<file path="src/hw/rtl/mexp_pkg.sv">
`default_nettype none

package mexp_pkg;

  localparam int unsigned WORD_BITS = 32;
  localparam int unsigned CNT_BITS  = $clog2(WORD_BITS);

  localparam logic [0:0] REG_EXPONENT = 1'b0;
  localparam logic [0:0] REG_MODULUS  = 1'b1;

  typedef struct packed {
    logic [31:0] base_value;
    logic        last_element;
  } in_req_t;

  typedef struct packed {
    logic [31:0] power_result;
    logic        last_out;
  } out_req_t;

  typedef struct packed {
    logic                load;
    logic                red_step;
    logic                ld_sq;
    logic                ld_mul;
    logic                mul_step;
    logic                mul_last;
    logic                out_load;
    logic [CNT_BITS-1:0] ebit;
  } cmd_t;

  typedef struct packed {
    logic exp_zero;
    logic mod_le1;
    logic exp_bit;
  } status_t;

  // Sum of two residues below m, reduced once.
  function automatic logic [WORD_BITS-1:0] add_mod(input logic [WORD_BITS-1:0] x,
                                                   input logic [WORD_BITS-1:0] y,
                                                   input logic [WORD_BITS-1:0] m);
    logic [WORD_BITS:0] s;
    s = {1'b0, x} + {1'b0, y};
    if (s >= {1'b0, m}) begin
      s = s - {1'b0, m};
    end
    return s[WORD_BITS-1:0];
  endfunction

endpackage

`default_nettype wire

</file>
<file path="src/hw/rtl/mexp_datapath.sv">
`default_nettype none

module mexp_datapath (
  input  wire logic               clk_i,
  input  wire logic               rst_ni,
  input  wire logic               cfg_write_i,
  input  wire logic [0:0]         cfg_index_i,
  input  wire logic [31:0]        cfg_data_i,
  input  wire mexp_pkg::in_req_t  in_data_i,
  input  wire mexp_pkg::cmd_t     cmd_i,
  output mexp_pkg::status_t       status_o,
  output mexp_pkg::out_req_t      out_data_o
);

  localparam int unsigned W = mexp_pkg::WORD_BITS;

  logic [W-1:0] exp_q, mod_q;
  logic [W-1:0] r_q, b_q, acc_q, mcand_q, mplr_q;
  logic [W-1:0] acc_d, dbl;
  logic [W:0]   red_s;
  logic [W-1:0] red_d;
  logic         last_q;
  mexp_pkg::out_req_t out_q;

  assign status_o.exp_zero = (exp_q == '0);
  assign status_o.mod_le1  = (mod_q[W-1:1] == '0);
  assign status_o.exp_bit  = exp_q[cmd_i.ebit];

  always_comb begin
    dbl   = mexp_pkg::add_mod(acc_q, acc_q, mod_q);
    acc_d = mplr_q[W-1] ? mexp_pkg::add_mod(dbl, mcand_q, mod_q) : dbl;
    red_s = {b_q, mplr_q[W-1]};
    if (red_s >= {1'b0, mod_q}) begin
      red_s = red_s - {1'b0, mod_q};
    end
    red_d = red_s[W-1:0];
  end

  always_ff @(posedge clk_i or negedge rst_ni) begin
    if (!rst_ni) begin
      exp_q <= '0;
      mod_q <= {{(W-1){1'b0}}, 1'b1};
    end else if (cfg_write_i) begin
      unique case (cfg_index_i)
        mexp_pkg::REG_EXPONENT: exp_q <= cfg_data_i[W-1:0];
        mexp_pkg::REG_MODULUS:  mod_q <= cfg_data_i[W-1:0];
        default: ;
      endcase
    end
  end

  always_ff @(posedge clk_i) begin
    if (cmd_i.load) begin
      mplr_q <= in_data_i.base_value[W-1:0];
      b_q    <= '0;
      r_q    <= {{(W-1){1'b0}}, status_o.exp_zero | ~status_o.mod_le1};
      last_q <= in_data_i.last_element;
    end
    if (cmd_i.red_step) begin
      b_q    <= red_d;
      mplr_q <= {mplr_q[W-2:0], 1'b0};
    end
    if (cmd_i.ld_sq) begin
      acc_q   <= '0;
      mcand_q <= r_q;
      mplr_q  <= r_q;
    end
    if (cmd_i.ld_mul) begin
      acc_q   <= '0;
      mcand_q <= b_q;
      mplr_q  <= r_q;
    end
    if (cmd_i.mul_step) begin
      acc_q  <= acc_d;
      mplr_q <= {mplr_q[W-2:0], 1'b0};
      if (cmd_i.mul_last) begin
        r_q <= acc_d;
      end
    end
    if (cmd_i.out_load) begin
      out_q.power_result <= r_q;
      out_q.last_out     <= last_q;
    end
  end

  assign out_data_o = out_q;

endmodule

`default_nettype wire

</file>
<file path="src/hw/rtl/mexp_controller.sv">
`default_nettype none

module mexp_controller (
  input  wire logic          clk_i,
  input  wire logic          rst_ni,
  input  wire logic          in_valid_i,
  output logic               in_ready_o,
  output logic               out_valid_o,
  input  wire logic          out_ready_i,
  input  wire mexp_pkg::status_t status_i,
  output mexp_pkg::cmd_t     cmd_o
);

  localparam int unsigned CB = mexp_pkg::CNT_BITS;

  localparam logic [2:0] S_IDLE   = 3'd0;
  localparam logic [2:0] S_RED    = 3'd1;
  localparam logic [2:0] S_LD_SQ  = 3'd2;
  localparam logic [2:0] S_SQ     = 3'd3;
  localparam logic [2:0] S_LD_MUL = 3'd4;
  localparam logic [2:0] S_MUL    = 3'd5;
  localparam logic [2:0] S_FIN    = 3'd6;

  logic [2:0]    state_q, state_d;
  logic [CB-1:0] cnt_q, cnt_d;
  logic [CB-1:0] ebit_q, ebit_d;
  logic          out_valid_q, out_valid_d;

  assign in_ready_o  = (state_q == S_IDLE);
  assign out_valid_o = out_valid_q;

  always_comb begin
    state_d     = state_q;
    cnt_d       = cnt_q;
    ebit_d      = ebit_q;
    out_valid_d = out_valid_q && !out_ready_i;
    cmd_o       = '0;
    cmd_o.ebit  = ebit_q;
    unique case (state_q)
      S_IDLE: begin
        if (in_valid_i) begin
          cmd_o.load = 1'b1;
          cnt_d      = '1;
          ebit_d     = '1;
          if (status_i.exp_zero || status_i.mod_le1) begin
            state_d = S_FIN;
          end else begin
            state_d = S_RED;
          end
        end
      end
      S_RED: begin
        cmd_o.red_step = 1'b1;
        cnt_d          = cnt_q - 1'b1;
        if (cnt_q == '0) begin
          state_d = S_LD_SQ;
        end
      end
      S_LD_SQ: begin
        cmd_o.ld_sq = 1'b1;
        cnt_d       = '1;
        state_d     = S_SQ;
      end
      S_SQ: begin
        cmd_o.mul_step = 1'b1;
        cmd_o.mul_last = (cnt_q == '0);
        cnt_d          = cnt_q - 1'b1;
        if (cnt_q == '0) begin
          if (status_i.exp_bit) begin
            state_d = S_LD_MUL;
          end else if (ebit_q == '0) begin
            state_d = S_FIN;
          end else begin
            ebit_d  = ebit_q - 1'b1;
            state_d = S_LD_SQ;
          end
        end
      end
      S_LD_MUL: begin
        cmd_o.ld_mul = 1'b1;
        cnt_d        = '1;
        state_d      = S_MUL;
      end
      S_MUL: begin
        cmd_o.mul_step = 1'b1;
        cmd_o.mul_last = (cnt_q == '0);
        cnt_d          = cnt_q - 1'b1;
        if (cnt_q == '0) begin
          if (ebit_q == '0) begin
            state_d = S_FIN;
          end else begin
            ebit_d  = ebit_q - 1'b1;
            state_d = S_LD_SQ;
          end
        end
      end
      S_FIN: begin
        if (!out_valid_q || out_ready_i) begin
          cmd_o.out_load = 1'b1;
          out_valid_d    = 1'b1;
          state_d        = S_IDLE;
        end
      end
      default: begin
        state_d = S_IDLE;
      end
    endcase
  end

  always_ff @(posedge clk_i or negedge rst_ni) begin
    if (!rst_ni) begin
      state_q     <= S_IDLE;
      cnt_q       <= '0;
      ebit_q      <= '0;
      out_valid_q <= 1'b0;
    end else begin
      state_q     <= state_d;
      cnt_q       <= cnt_d;
      ebit_q      <= ebit_d;
      out_valid_q <= out_valid_d;
    end
  end

  a_fin_holds: assert property (@(posedge clk_i) disable iff (!rst_ni)
    (state_q == S_FIN && out_valid_q && !out_ready_i) |=> (state_q == S_FIN))
    else $error("finished request left FIN while the output was still full");

  a_red_exit: assert property (@(posedge clk_i) disable iff (!rst_ni)
    (state_q == S_RED) |=> (state_q == S_RED || state_q == S_LD_SQ))
    else $error("base reduction left for an unexpected state");

  a_load_valid: assert property (@(posedge clk_i) disable iff (!rst_ni)
    cmd_o.out_load |=> out_valid_q)
    else $error("result load did not raise the output valid");

  a_mul_exit: assert property (@(posedge clk_i) disable iff (!rst_ni)
    (state_q == S_MUL && cnt_q == '0) |=> (state_q == S_LD_SQ || state_q == S_FIN))
    else $error("multiply finished into an unexpected state");

endmodule

`default_nettype wire

</file>
<file path="src/hw/rtl/modular_exponentiation.sv">
// Channel  Direction  Handshake                 Payload
// in       input      in_valid_i / in_ready_o   in_data_i  (base_value, last_element)
// out      output     out_valid_o / out_ready_i out_data_o (power_result, last_out)
// cfg      input      cfg_valid_i / cfg_ready_o cfg_index_i, cfg_data_i
//
// A request with a zero exponent or a modulus of at most one goes straight to
// the finish state. Otherwise the base is first reduced by the modulus, then
// each exponent bit from the top gets a squaring and, when set, a multiply,
// all on the one shift-and-add modular multiplier, one multiplier bit per cycle.
// Reset is asynchronous and active low; it clears the control state and sets
// the exponent to zero and the modulus to one.
// A new request is taken while a finished result waits in the output register.
`default_nettype none

module modular_exponentiation (
  input  wire logic               clk_i,
  input  wire logic               rst_ni,
  input  wire logic               in_valid_i,
  output logic                    in_ready_o,
  input  wire mexp_pkg::in_req_t  in_data_i,
  output logic                    out_valid_o,
  input  wire logic               out_ready_i,
  output mexp_pkg::out_req_t      out_data_o,
  input  wire logic               cfg_valid_i,
  output logic                    cfg_ready_o,
  input  wire logic [0:0]         cfg_index_i,
  input  wire logic [31:0]        cfg_data_i
);

  mexp_pkg::cmd_t    cmd;
  mexp_pkg::status_t status;

  assign cfg_ready_o = 1'b1;

  mexp_controller u_ctrl (
    .clk_i       (clk_i),
    .rst_ni      (rst_ni),
    .in_valid_i  (in_valid_i),
    .in_ready_o  (in_ready_o),
    .out_valid_o (out_valid_o),
    .out_ready_i (out_ready_i),
    .status_i    (status),
    .cmd_o       (cmd)
  );

  mexp_datapath u_dp (
    .clk_i       (clk_i),
    .rst_ni      (rst_ni),
    .cfg_write_i (cfg_valid_i),
    .cfg_index_i (cfg_index_i),
    .cfg_data_i  (cfg_data_i),
    .in_data_i   (in_data_i),
    .cmd_i       (cmd),
    .status_o    (status),
    .out_data_o  (out_data_o)
  );

endmodule

`default_nettype wire
</file>
<file path="config.mk">
export PLATFORM = sky130hd
export DESIGN_NAME = modular_exponentiation
export DESIGN_NICKNAME = d
export VERILOG_FILES = /design/src/hw/rtl/mexp_pkg.sv /design/src/hw/rtl/mexp_datapath.sv /design/src/hw/rtl/mexp_controller.sv /design/src/hw/rtl/modular_exponentiation.sv
export SDC_FILE = /design/constraint.sdc
export NUM_CORES = 1
export LEC_CHECK = 0
export BUFFER_PORTS_ARGS = -buffer_cell sky130_fd_sc_hd__buf_2
export CAP_MARGIN = 20
export CORE_MARGIN = 2
export CORE_UTILIZATION = 35
export DETAILED_ROUTE_END_ITERATION = 10
export PLACE_DENSITY_LB_ADDON = 0.2
export SYNTH_ARGS = -nofsm -noshare
export SYNTH_HDL_FRONTEND = slang
export SYNTH_SLANG_ARGS = --single-unit
</file>
<file path="constraint.sdc">
create_clock -name clk_i -period 9.7 [get_ports clk_i]
set_clock_uncertainty 0.1 [all_clocks]
set_input_delay 0.485 -clock clk_i [delete_from_list [all_inputs] [get_ports clk_i]]
set_output_delay 0.485 -clock clk_i [all_outputs]
set_load 0.01 [all_outputs]
</file>
==> results of run 1 <==
-- final timing paths --
kind | from | end | slack, ns | depth (start not counted)
worst max-delay path | u_dp.mod_q[1]$_DFFE_PN0P_ | u_dp.acc_q[28]$_SDFFCE_PP0P_ | 0.46 | 32
worst min-delay path | cfg_data_i[21] | u_dp.exp_q[21]$_DFFE_PN0P_ | 0.03 | 2
worst max register to register | u_dp.mod_q[1]$_DFFE_PN0P_ | u_dp.acc_q[28]$_SDFFCE_PP0P_ | 0.46 | 32
worst min register to register | u_dp.last_q$_DFFE_PP_ | u_dp.out_data_o[0]$_DFFE_PP_ | 0.33 | 0
max in group asynchronous | rst_ni | u_dp.mod_q[5]$_DFFE_PN0P_ | 8.38 | 2
min in group asynchronous | rst_ni | u_ctrl.cnt_q[3]$_DFFE_PN0P_ | 0.46 | 2
-- per-layer routing --
metal  routed length, um  GRT usage  part of all wire  vias to the layer above
li1                    -          -                 -                     7743
met1               30750     0.3346              0.46                     8074
met2               29200     0.3549              0.44                      571
met3                4335    0.02466             0.065                       79
met4                1934    0.06288             0.029                        0
met5                   0          0                 0                        -
-- per-stage QoR --
stage          setup slack (ns)  hold slack, ns
2_1_floorplan             2.471         0.08941
6_report                 0.4632         0.03047
3_5_place_dp             0.7483          0.3160
4_1_cts                  0.7054        0.001421
3_3_place_gp             0.8075          0.3045
5_1_grt                 0.07708         0.01956
-- kinds of logic (layout without fill, tap and decap cells) --
group | count (synthesis) | count (layout) | synth area share
AO/OA/AOI/OAI | 597 | 597 | 0.1939
AND/OR/NAND/NOR | 527 | 527 | 0.1308
adder cells (fa/ha/maj) | 134 | 134 | 0.08781
flip-flops | 272 | 272 | 0.3832
XOR/XNOR | 102 | 102 | 0.04597
other | 1 | 1 | 0.0001930
buffers and inverters | 185 | 286 | 0.03747
multiplexers | 203 | 203 | 0.1206
-- cell usage after synthesis (4+ instances only) --
library cell	instances	share of area
nor2_1	167	0.032
a21oi_1	166	0.043
edfxtp_1	161	0.25
mux2_2	140	0.081
ha_1	130	0.084
nand2_1	104	0.020
o21ai_0	102	0.026
inv_1	88	0.017
dfrtp_1	77	0.099
a21o_1	75	0.029
o22ai_1	70	0.023
xnor2_1	67	0.030
clkbuf_1	66	0.013
mux2i_1	53	0.027
nand3_1	51	0.013
nor3_1	37	0.0095
xor2_1	35	0.016
dfxtp_1	33	0.034
a211oi_1	31	0.012
nand4_1	30	0.0097
and3_1	23	0.0074
nand2b_1	23	0.0074
nor4_1	22	0.0071
o21a_1	22	0.0085
o31ai_1	21	0.0081
nor2b_1	18	0.0058
a31oi_1	17	0.0055
and2_1	16	0.0052
o211ai_1	14	0.0054
o21bai_1	14	0.0054
buf_1	12	0.0023
buf_2	12	0.0031
or2_2	11	0.0035
a21boi_0	7	0.0027
mux4_2	7	0.0081
o31a_1	7	0.0032
a31o_2	6	0.0027
or3_1	6	0.0019
o2111ai_1	5	0.0023
o21ai_1	5	0.0013
a2111oi_0	4	0.0018
a221oi_1	4	0.0018
fa_1	4	0.0041
nor3b_1	4	0.0015
-- final cells by class --
type                    instances  area share
multi-input cells            1564      0.5162
clock buffers                  50     0.04436
well taps                     748     0.04276
repair buffers                137     0.03693
inverters                      91     0.01561
flip-flops and latches        272      0.3403
clock inverters                 8    0.003887
-- critical path, delay by kind of cell (launching register included) --
| family | cells | cell delay, ns |
|---|---|---|
| muxes | 1 | 0.35 |
| and+or+nand+nor | 9 | 1.87 |
| DFF | 1 | 0.43 |
| adders and majority gates | 3 | 0.99 |
| buffers and inverters | 5 | 1.03 |
| AOI/OAI and AO/OA | 14 | 4.14 |
-- sequential cells by signal (all words and copies together), names as in the netlist --
| signal | count |
|---|---|
| u_dp.exp_q | 32 |
| u_dp.b_q | 32 |
| u_ctrl.state_q | 3 |
| u_ctrl.ebit_q | 5 |
| u_dp.last_q | 1 |
| u_dp.r_q | 32 |
| u_dp.mcand_q | 32 |
| u_dp.out_data_o | 33 |
| u_dp.mod_q | 32 |
| u_dp.mplr_q | 32 |
| u_ctrl.cnt_q | 5 |
| u_dp.acc_q | 32 |
| u_ctrl.out_valid_o | 1 |
-- what timing repair did --
action / CTS / global route
endpoints found under the setup margin: 0 / 0
gates resized for setup: 0 / 0
buffers inserted: 0 / 0
hold buffers: 3 / 0
hold endpoints to repair: 79 / 0
==> impl_metrics.tcl, run 1 <==
set metrics [dict create \
    dr.first_iter.drc_count 1259 \
    clkLatencyLatePin_ns 0.61 \
    required_ns 9.92 \
    ys_warn_count 0 \
    fp-row-count 86 \
    grt_pass1_vias 15770 \
    syn_area_sq_mm 0.01943 \
    final_cell_mix "165 x nor2_1, 165 x a21oi_1, 161 x edfxtp_1" \
    core_sq_mm 0.05499 \
    ios 107 \
    die_height_um 239.6 \
    syn_nets 2226 \
    fmax_mhz 108.3 \
    hold_violations 0 \
    crit_type "reg2reg" \
    ys_seq_area_frac 0.3832 \
    instances_no_fill 2870 \
    grt_pass1_wl_mm 98.77 \
    cts_buffers 31 \
    wire_per_inst_um 23.07 \
    start_kind "flop" \
    slew-limit-headroom 0.3318 \
    initial_core_util 0.3535 \
    fin_nets 2302 \
    hpwl_mm 51.41 \
    synth_edf_count 161 \
    syn_to_final_growth_pct 12.62 \
    ys_ff_latch 272 \
    antenna_left 0 \
    slowest_delay_ns 0.79 \
    place_congestion 0.9850 \
    critPathArrivalTime_ns 9.46 \
    grt_usage 0.2283 \
    placed_cell_area_sq_mm 0.02078 \
    tightest_slew_ns 0.9918 \
    multi_input_area_sq_mm 0.01130 \
    critPathMostFrequentCell "buf_4" \
    async_reset_ff_frac 0.2868 \
    crit_slowest_cell "a211oi_1" \
    synth_flop_cell "edfxtp_1" \
    setup_tns_ns 0 \
    syn_inst 2021 \
    grt_max_degree 79 \
    antenna_found_initial 2 \
    cts_root_buf "clkbuf_16" \
    clock_path_buffers 3 \
    crit_path_end_kind "flop" \
    drive_gt1_frac 0.1701 \
    rsz0062_at_grt "false" \
    dp.cells 2808 \
    viasPerCell 5.738 \
    dr_total_vias 16470 \
    dieArea_sq_mm 0.05743 \
    tritoncts "built" \
    drv_slew 0 \
    yosysUniqueCellTypes 75 \
    fin_util 0.3981 \
    fill_cells 5508 \
    seqCellArea_sq_mm 0.007448 \
    holdCritPathClass "in2reg" \
    syn_avg_cell_area_sq_um 9.616 \
    overflow 0 \
    fp.dieW_um 239.6 \
    cap_violations 0 \
    h-tree-depth 1 \
    setup_violations 0 \
    drc 0 \
    fin_area_sq_mm 0.02189 \
    firstDrtPassIters 7 \
    n_antenna_cell 0 \
    clk_pin_slew_ns 0.07 \
    final.min_clock_period_ns 9.237 \
    wl_mm 66.22 \
    fin_crit_sh 0.9522 \
    cts.sinks 272 \
    cp_max_fo 14 \
    status "finished clean" \
    io_buffers 105 \
]
Power of run 1 is not shown: default switching activity piles up to over one toggle a cycle in this logic, so the estimate is an artifact.
==> run 2, diff against run 1 <==
==> constraint.sdc (replaced) <==
create_clock -name clk_i -period 9.7 [get_ports clk_i]
set_clock_uncertainty 0.1 [all_clocks]
set_input_delay 0.97 -clock clk_i [delete_from_list [all_inputs] [get_ports clk_i]]
set_output_delay 0.97 -clock clk_i [all_outputs]
set_load 0.01 [all_outputs]
==> run 2 against run 1 <==
Global-route usage about the same. Sequential cell count unchanged. Sequential share of layout area about the same. Via count about the same. Non-clock buffer count down 3. Maximum frequency up 0.77%. Critical path depth down 1. Critical endpoint is now u_dp.acc_q[10]$_SDFFCE_PP0P_. Largest cell class unchanged.
==> impl_metrics.tcl, run 2 (synthesis results as in run 1) <==
set metrics [dict create \
    fin_ws_ns 0.5338 \
    grt_usage 0.2282 \
    crit_type "reg2reg" \
    ios 107 \
    holdWs_ns 0.3267 \
    ctsResizeCount 0 \
    critPathArrivalTime_ns 9.37 \
    start_kind "flop" \
    cp_num_cells 31 \
    rsz0062_at_grt "false" \
    grt_pass1_vias 15760 \
    slew-limit-headroom 0.3498 \
    viasPerCell 5.742 \
    cts.sinks 272 \
    tightest_slew_ns 0.9753 \
    wl_mm 66.23 \
    die_height_um 239.6 \
    cap_violations 0 \
    required_ns 9.91 \
    largest_reg_flops 33 \
    holdCritPathClass "reg2reg" \
    dieArea_sq_mm 0.05743 \
    reg2reg_slack_ns 0.53 \
    status "finished clean" \
    critPathTopFamily "compound AO/OA/AOI/OAI gates" \
    io_buffers 105 \
    dp_slack_ns 0.7483 \
    initial_core_util 0.3535 \
    cts_buffers 31 \
    dr.first_iter.drc_count 1324 \
    antenna_found_initial 2 \
    clkLatencyLatePin_ns 0.61 \
    crit_path_end_kind "flop" \
    placed_cell_area_sq_mm 0.02078 \
    fin_area_sq_mm 0.02186 \
    drive_gt1_frac 0.1704 \
    hpwl_mm 51.41 \
    core_sq_mm 0.05499 \
    fmax_mhz 109.1 \
    place_congestion 0.9850 \
    crit_slowest_cell "a211oi_1" \
    path_buf_inv 4 \
    tritoncts "built" \
    fin_crit_sh 0.9450 \
    fin_nets 2299 \
    cts_root_buf "clkbuf_16" \
    postCtsSetupBuffers 0 \
    hold_depth 0 \
    final.min_clock_period_ns 9.166 \
    cts-hold-fix-buffers 0 \
    grt_max_degree 79 \
    overflow 0 \
    setup_tns_ns 0 \
    drc 0 \
    dr_total_vias 16470 \
    wire_per_inst_um 23.09 \
    setup_violations 0 \
    drv_slew 0 \
    fp-row-count 86 \
    clock_path_buffers 3 \
    final_cell_mix "165 x nor2_1, 165 x a21oi_1, 161 x edfxtp_1" \
    h-tree-depth 1 \
    clk_pin_slew_ns 0.06 \
    syn_to_final_growth_pct 12.48 \
    fp.dieW_um 239.6 \
    hold_violations 0 \
    antenna_left 0 \
    cp_max_fo 14 \
    firstDrtPassIters 5 \
    ff2ff_path_depth 31 \
    slowest_delay_ns 0.75 \
    grt_pass1_wl_mm 98.73 \
]
==> run 2: cell count changes in the layout (fill, tap and decap cells not counted) <==
cell           change
diode_2            +1
dlygate4sd3_1      -3
==> run 2: metrics by stage <==
step	cells	utilization
5_1_grt	2867	0.3975
4_1_cts	2866	0.3972
2_1_floorplan	2021	-
3_3_place_gp	2807	0.3775
3_5_place_dp	2808	0.3780
6_report	2868	0.3976
==> run 2: layout make-up <==
| class | count | area [sq um] |
|---|---|---|
| fill | 5509 | 33120 |
| sequential | 272 | 7448 |
| clock buffer | 50 | 970.9 |
| tap | 748 | 935.9 |
| multi-input combinational | 1564 | 11300 |
| antenna | 1 | 2.502 |
| timing repair buffer | 134 | 778.2 |
| inverter | 91 | 341.6 |
| clock inverter | 8 | 85.08 |
==> run 2: path summary, 6_finish.rpt <==
kind                                                 to                 startpoint
min reg2reg                u_dp.out_data_o[0]$_DFFE_PP_      u_dp.last_q$_DFFE_PP_
max                        u_dp.acc_q[10]$_SDFFCE_PP0P_  u_dp.mod_q[1]$_DFFE_PN0P_
min                        u_dp.out_data_o[0]$_DFFE_PP_      u_dp.last_q$_DFFE_PP_
max reg2reg                u_dp.acc_q[10]$_SDFFCE_PP0P_  u_dp.mod_q[1]$_DFFE_PN0P_
min in group asynchronous   u_ctrl.cnt_q[3]$_DFFE_PN0P_                     rst_ni
max in group asynchronous    u_dp.exp_q[12]$_DFFE_PN0P_                     rst_ni
==> run 2: layer usage <==
metal  vias up  GRT usage  part of all wire
met3        79    0.02466             0.066
met4         0    0.06288             0.029
li1       7745          -                 -
met1      8061     0.3345              0.46
met5         -          0                 0
met2       583     0.3548              0.44
Power of run 2 is left out for the same reason.
==> run 3, diff against run 2 <==
--- a/config.mk
+++ b/config.mk
@@ -10,6 +10,7 @@
 export CORE_MARGIN = 2
 export CORE_UTILIZATION = 35
 export DETAILED_ROUTE_END_ITERATION = 10
+export MAX_ROUTING_LAYER = met4
 export PLACE_DENSITY_LB_ADDON = 0.2
 export SYNTH_ARGS = -nofsm -noshare
 export SYNTH_HDL_FRONTEND = slang
==> run 3 against run 2 <==
First-iteration DRC count increased by 26%. Critical endpoint is now u_dp.acc_q[5]$_SDFFCE_PP0P_. Highest routed layer unchanged. Die area unchanged. Sequential cell count unchanged. Via count increased by 3.2%. Count of clock-buffer cells in the layout increased by 3. Register-to-register slack got worse by 0.14 ns. Non-clock buffer count increased by 26. Sequential share of layout area decreased by 0.43 points. Worst setup slack got worse by 0.14 ns. Maximum frequency decreased by 1.5%. Core utilization increased by 0.51 points. Global-route usage increased by 2.4 points.
==> impl_metrics.tcl, run 3 (synthesis results as in run 1) <==
set metrics [dict create \
    setup_violations 0 \
    fp-row-count 86 \
    dr_total_vias 16990 \
    fp.dieW_um 239.6 \
    drive_gt1_frac 0.1828 \
    viasPerCell 5.858 \
    cts.sinks 272 \
    cap_violations 0 \
    holdCritPathClass "reg2reg" \
    grt_usage 0.2525 \
    critPathTopFamily "simple AND/OR/NAND/NOR gates" \
    use_met1 0.3623 \
    instances_no_fill 2900 \
    grt.busiest_layer "met2" \
    overflow 0 \
    slew-limit-headroom 0.3197 \
    initial_core_util 0.3535 \
    cp_num_cells 32 \
    rsz0062_at_grt "false" \
    place_congestion 0.9813 \
    grt_pass1_wl_mm 104.5 \
    cts-hold-fix-buffers 0 \
    cts_root_buf "clkbuf_16" \
    core_sq_mm 0.05499 \
    tritoncts "built" \
    setup_tns_ns 0 \
    path_buf_inv 4 \
    dr.first_iter.drc_count 1673 \
    use_met3 0.02893 \
    hpwl_mm 54.28 \
    die_height_um 239.6 \
    required_ns 9.86 \
    crit_slowest_cell "nor3_1" \
    ios 107 \
    start_kind "flop" \
    fmax_mhz 107.5 \
    fin_util 0.4027 \
    status "finished clean" \
    crit_type "reg2reg" \
    io_buffers 105 \
    cts_buffers 35 \
    holdWs_ns 0.3195 \
    syn_to_final_growth_pct 13.94 \
    fin_nets 2329 \
    clkLatencyLatePin_ns 0.56 \
    antenna_found_initial 1 \
    grt_max_degree 79 \
    cp_max_fo 15 \
    ff2ff_path_depth 32 \
    met2_usage 0.3725 \
    largest_reg_flops 33 \
    hold_depth 0 \
    hold_violations 0 \
    drv_slew 0 \
    grt_pass1_vias 16230 \
    drc 0 \
    antenna_left 0 \
    dp.cells 2831 \
    critPathMostFrequentCell "ha_1" \
    h-tree-depth 2 \
    clock_path_buffers 3 \
    final_cell_mix "165 x nor2_1, 165 x a21oi_1, 161 x edfxtp_1" \
    wl_mm 71.08 \
    final.min_clock_period_ns 9.302 \
    fin_crit_sh 0.9590 \
    tightest_slew_ns 1.020 \
    firstDrtPassIters 7 \
    wire_per_inst_um 24.51 \
    slowest_delay_ns 0.54 \
    clk_pin_slew_ns 0.06 \
    crit_path_end_kind "flop" \
    dieArea_sq_mm 0.05743 \
    critPathArrivalTime_ns 9.46 \
]
==> run 3: changes by cell type in the layout (fill, tap and decap cells not counted), moves of 2 or more <==
cell	delta
clkinv_2	+2
clkbuf_1	+2
clkinvlp_4	+2
clkbuf_16	+2
buf_4	+25
inv_4	-4
==> run 3: repair_timing <==
action,in CTS,in global routing
cloned,0,0
pin swaps,0,1
buffers inserted,0,3
resized for setup,1,4
endpoints found under the setup margin,9,59
==> run 3: worst paths after layout <==
check	startpoint	to	slack (ns)
max	u_dp.mod_q[1]$_DFFE_PN0P_	u_dp.acc_q[5]$_SDFFCE_PP0P_	0.40
min	u_dp.last_q$_DFFE_PP_	u_dp.out_data_o[0]$_DFFE_PP_	0.32
max reg2reg	u_dp.mod_q[1]$_DFFE_PN0P_	u_dp.acc_q[5]$_SDFFCE_PP0P_	0.40
min reg2reg	u_dp.last_q$_DFFE_PP_	u_dp.out_data_o[0]$_DFFE_PP_	0.32
max in group asynchronous	rst_ni	u_dp.mod_q[10]$_DFFE_PN0P_	8.38
min in group asynchronous	rst_ni	u_ctrl.cnt_q[3]$_DFFE_PN0P_	0.47
==> run 3: per-stage QoR <==
stage                     worst slack [ns]  cell area, sq um
final                               0.3976             22140
after detailed placement          -0.03006             20950
after global placement             -0.5902             20940
after floorplan                      2.471             19430
after global routing               0.02444             22140
after CTS                           0.1706             22070
==> run 3: routing by layer <==
metal / wire (um) / vias to the layer above
met5: 0 / -
met4: 2104 / 0
met3: 4684 / 111
met2: 30870 / 670
met1: 33420 / 8390
li1: - / 7818
==> run 3: worst reg2reg max path: cells and delay by family, from the launching register on <==
kind / cells / cell delay, ns
flip-flops: 1 / 0.43
adder cells (fa/ha/maj): 4 / 1.29
multiplexers: 3 / 0.95
AO/OA/AOI/OAI: 8 / 2.00
buffers and inverters: 4 / 0.98
AND/OR/NAND/NOR: 13 / 3.24
==> run 3: area by class of cell <==
class | count | area [sq um]
Fill cell | 5446 | 32840
Antenna cell | 2 | 5.005
Inverter | 91 | 341.6
Timing Repair Buffer | 160 | 963.4
Tap cell | 748 | 935.9
Multi-Input combinational cell | 1564 | 11330
Sequential cell | 272 | 7448
Clock inverter | 10 | 102.6
Clock buffer | 53 | 1015
Power of run 3 is left out for the same reason.
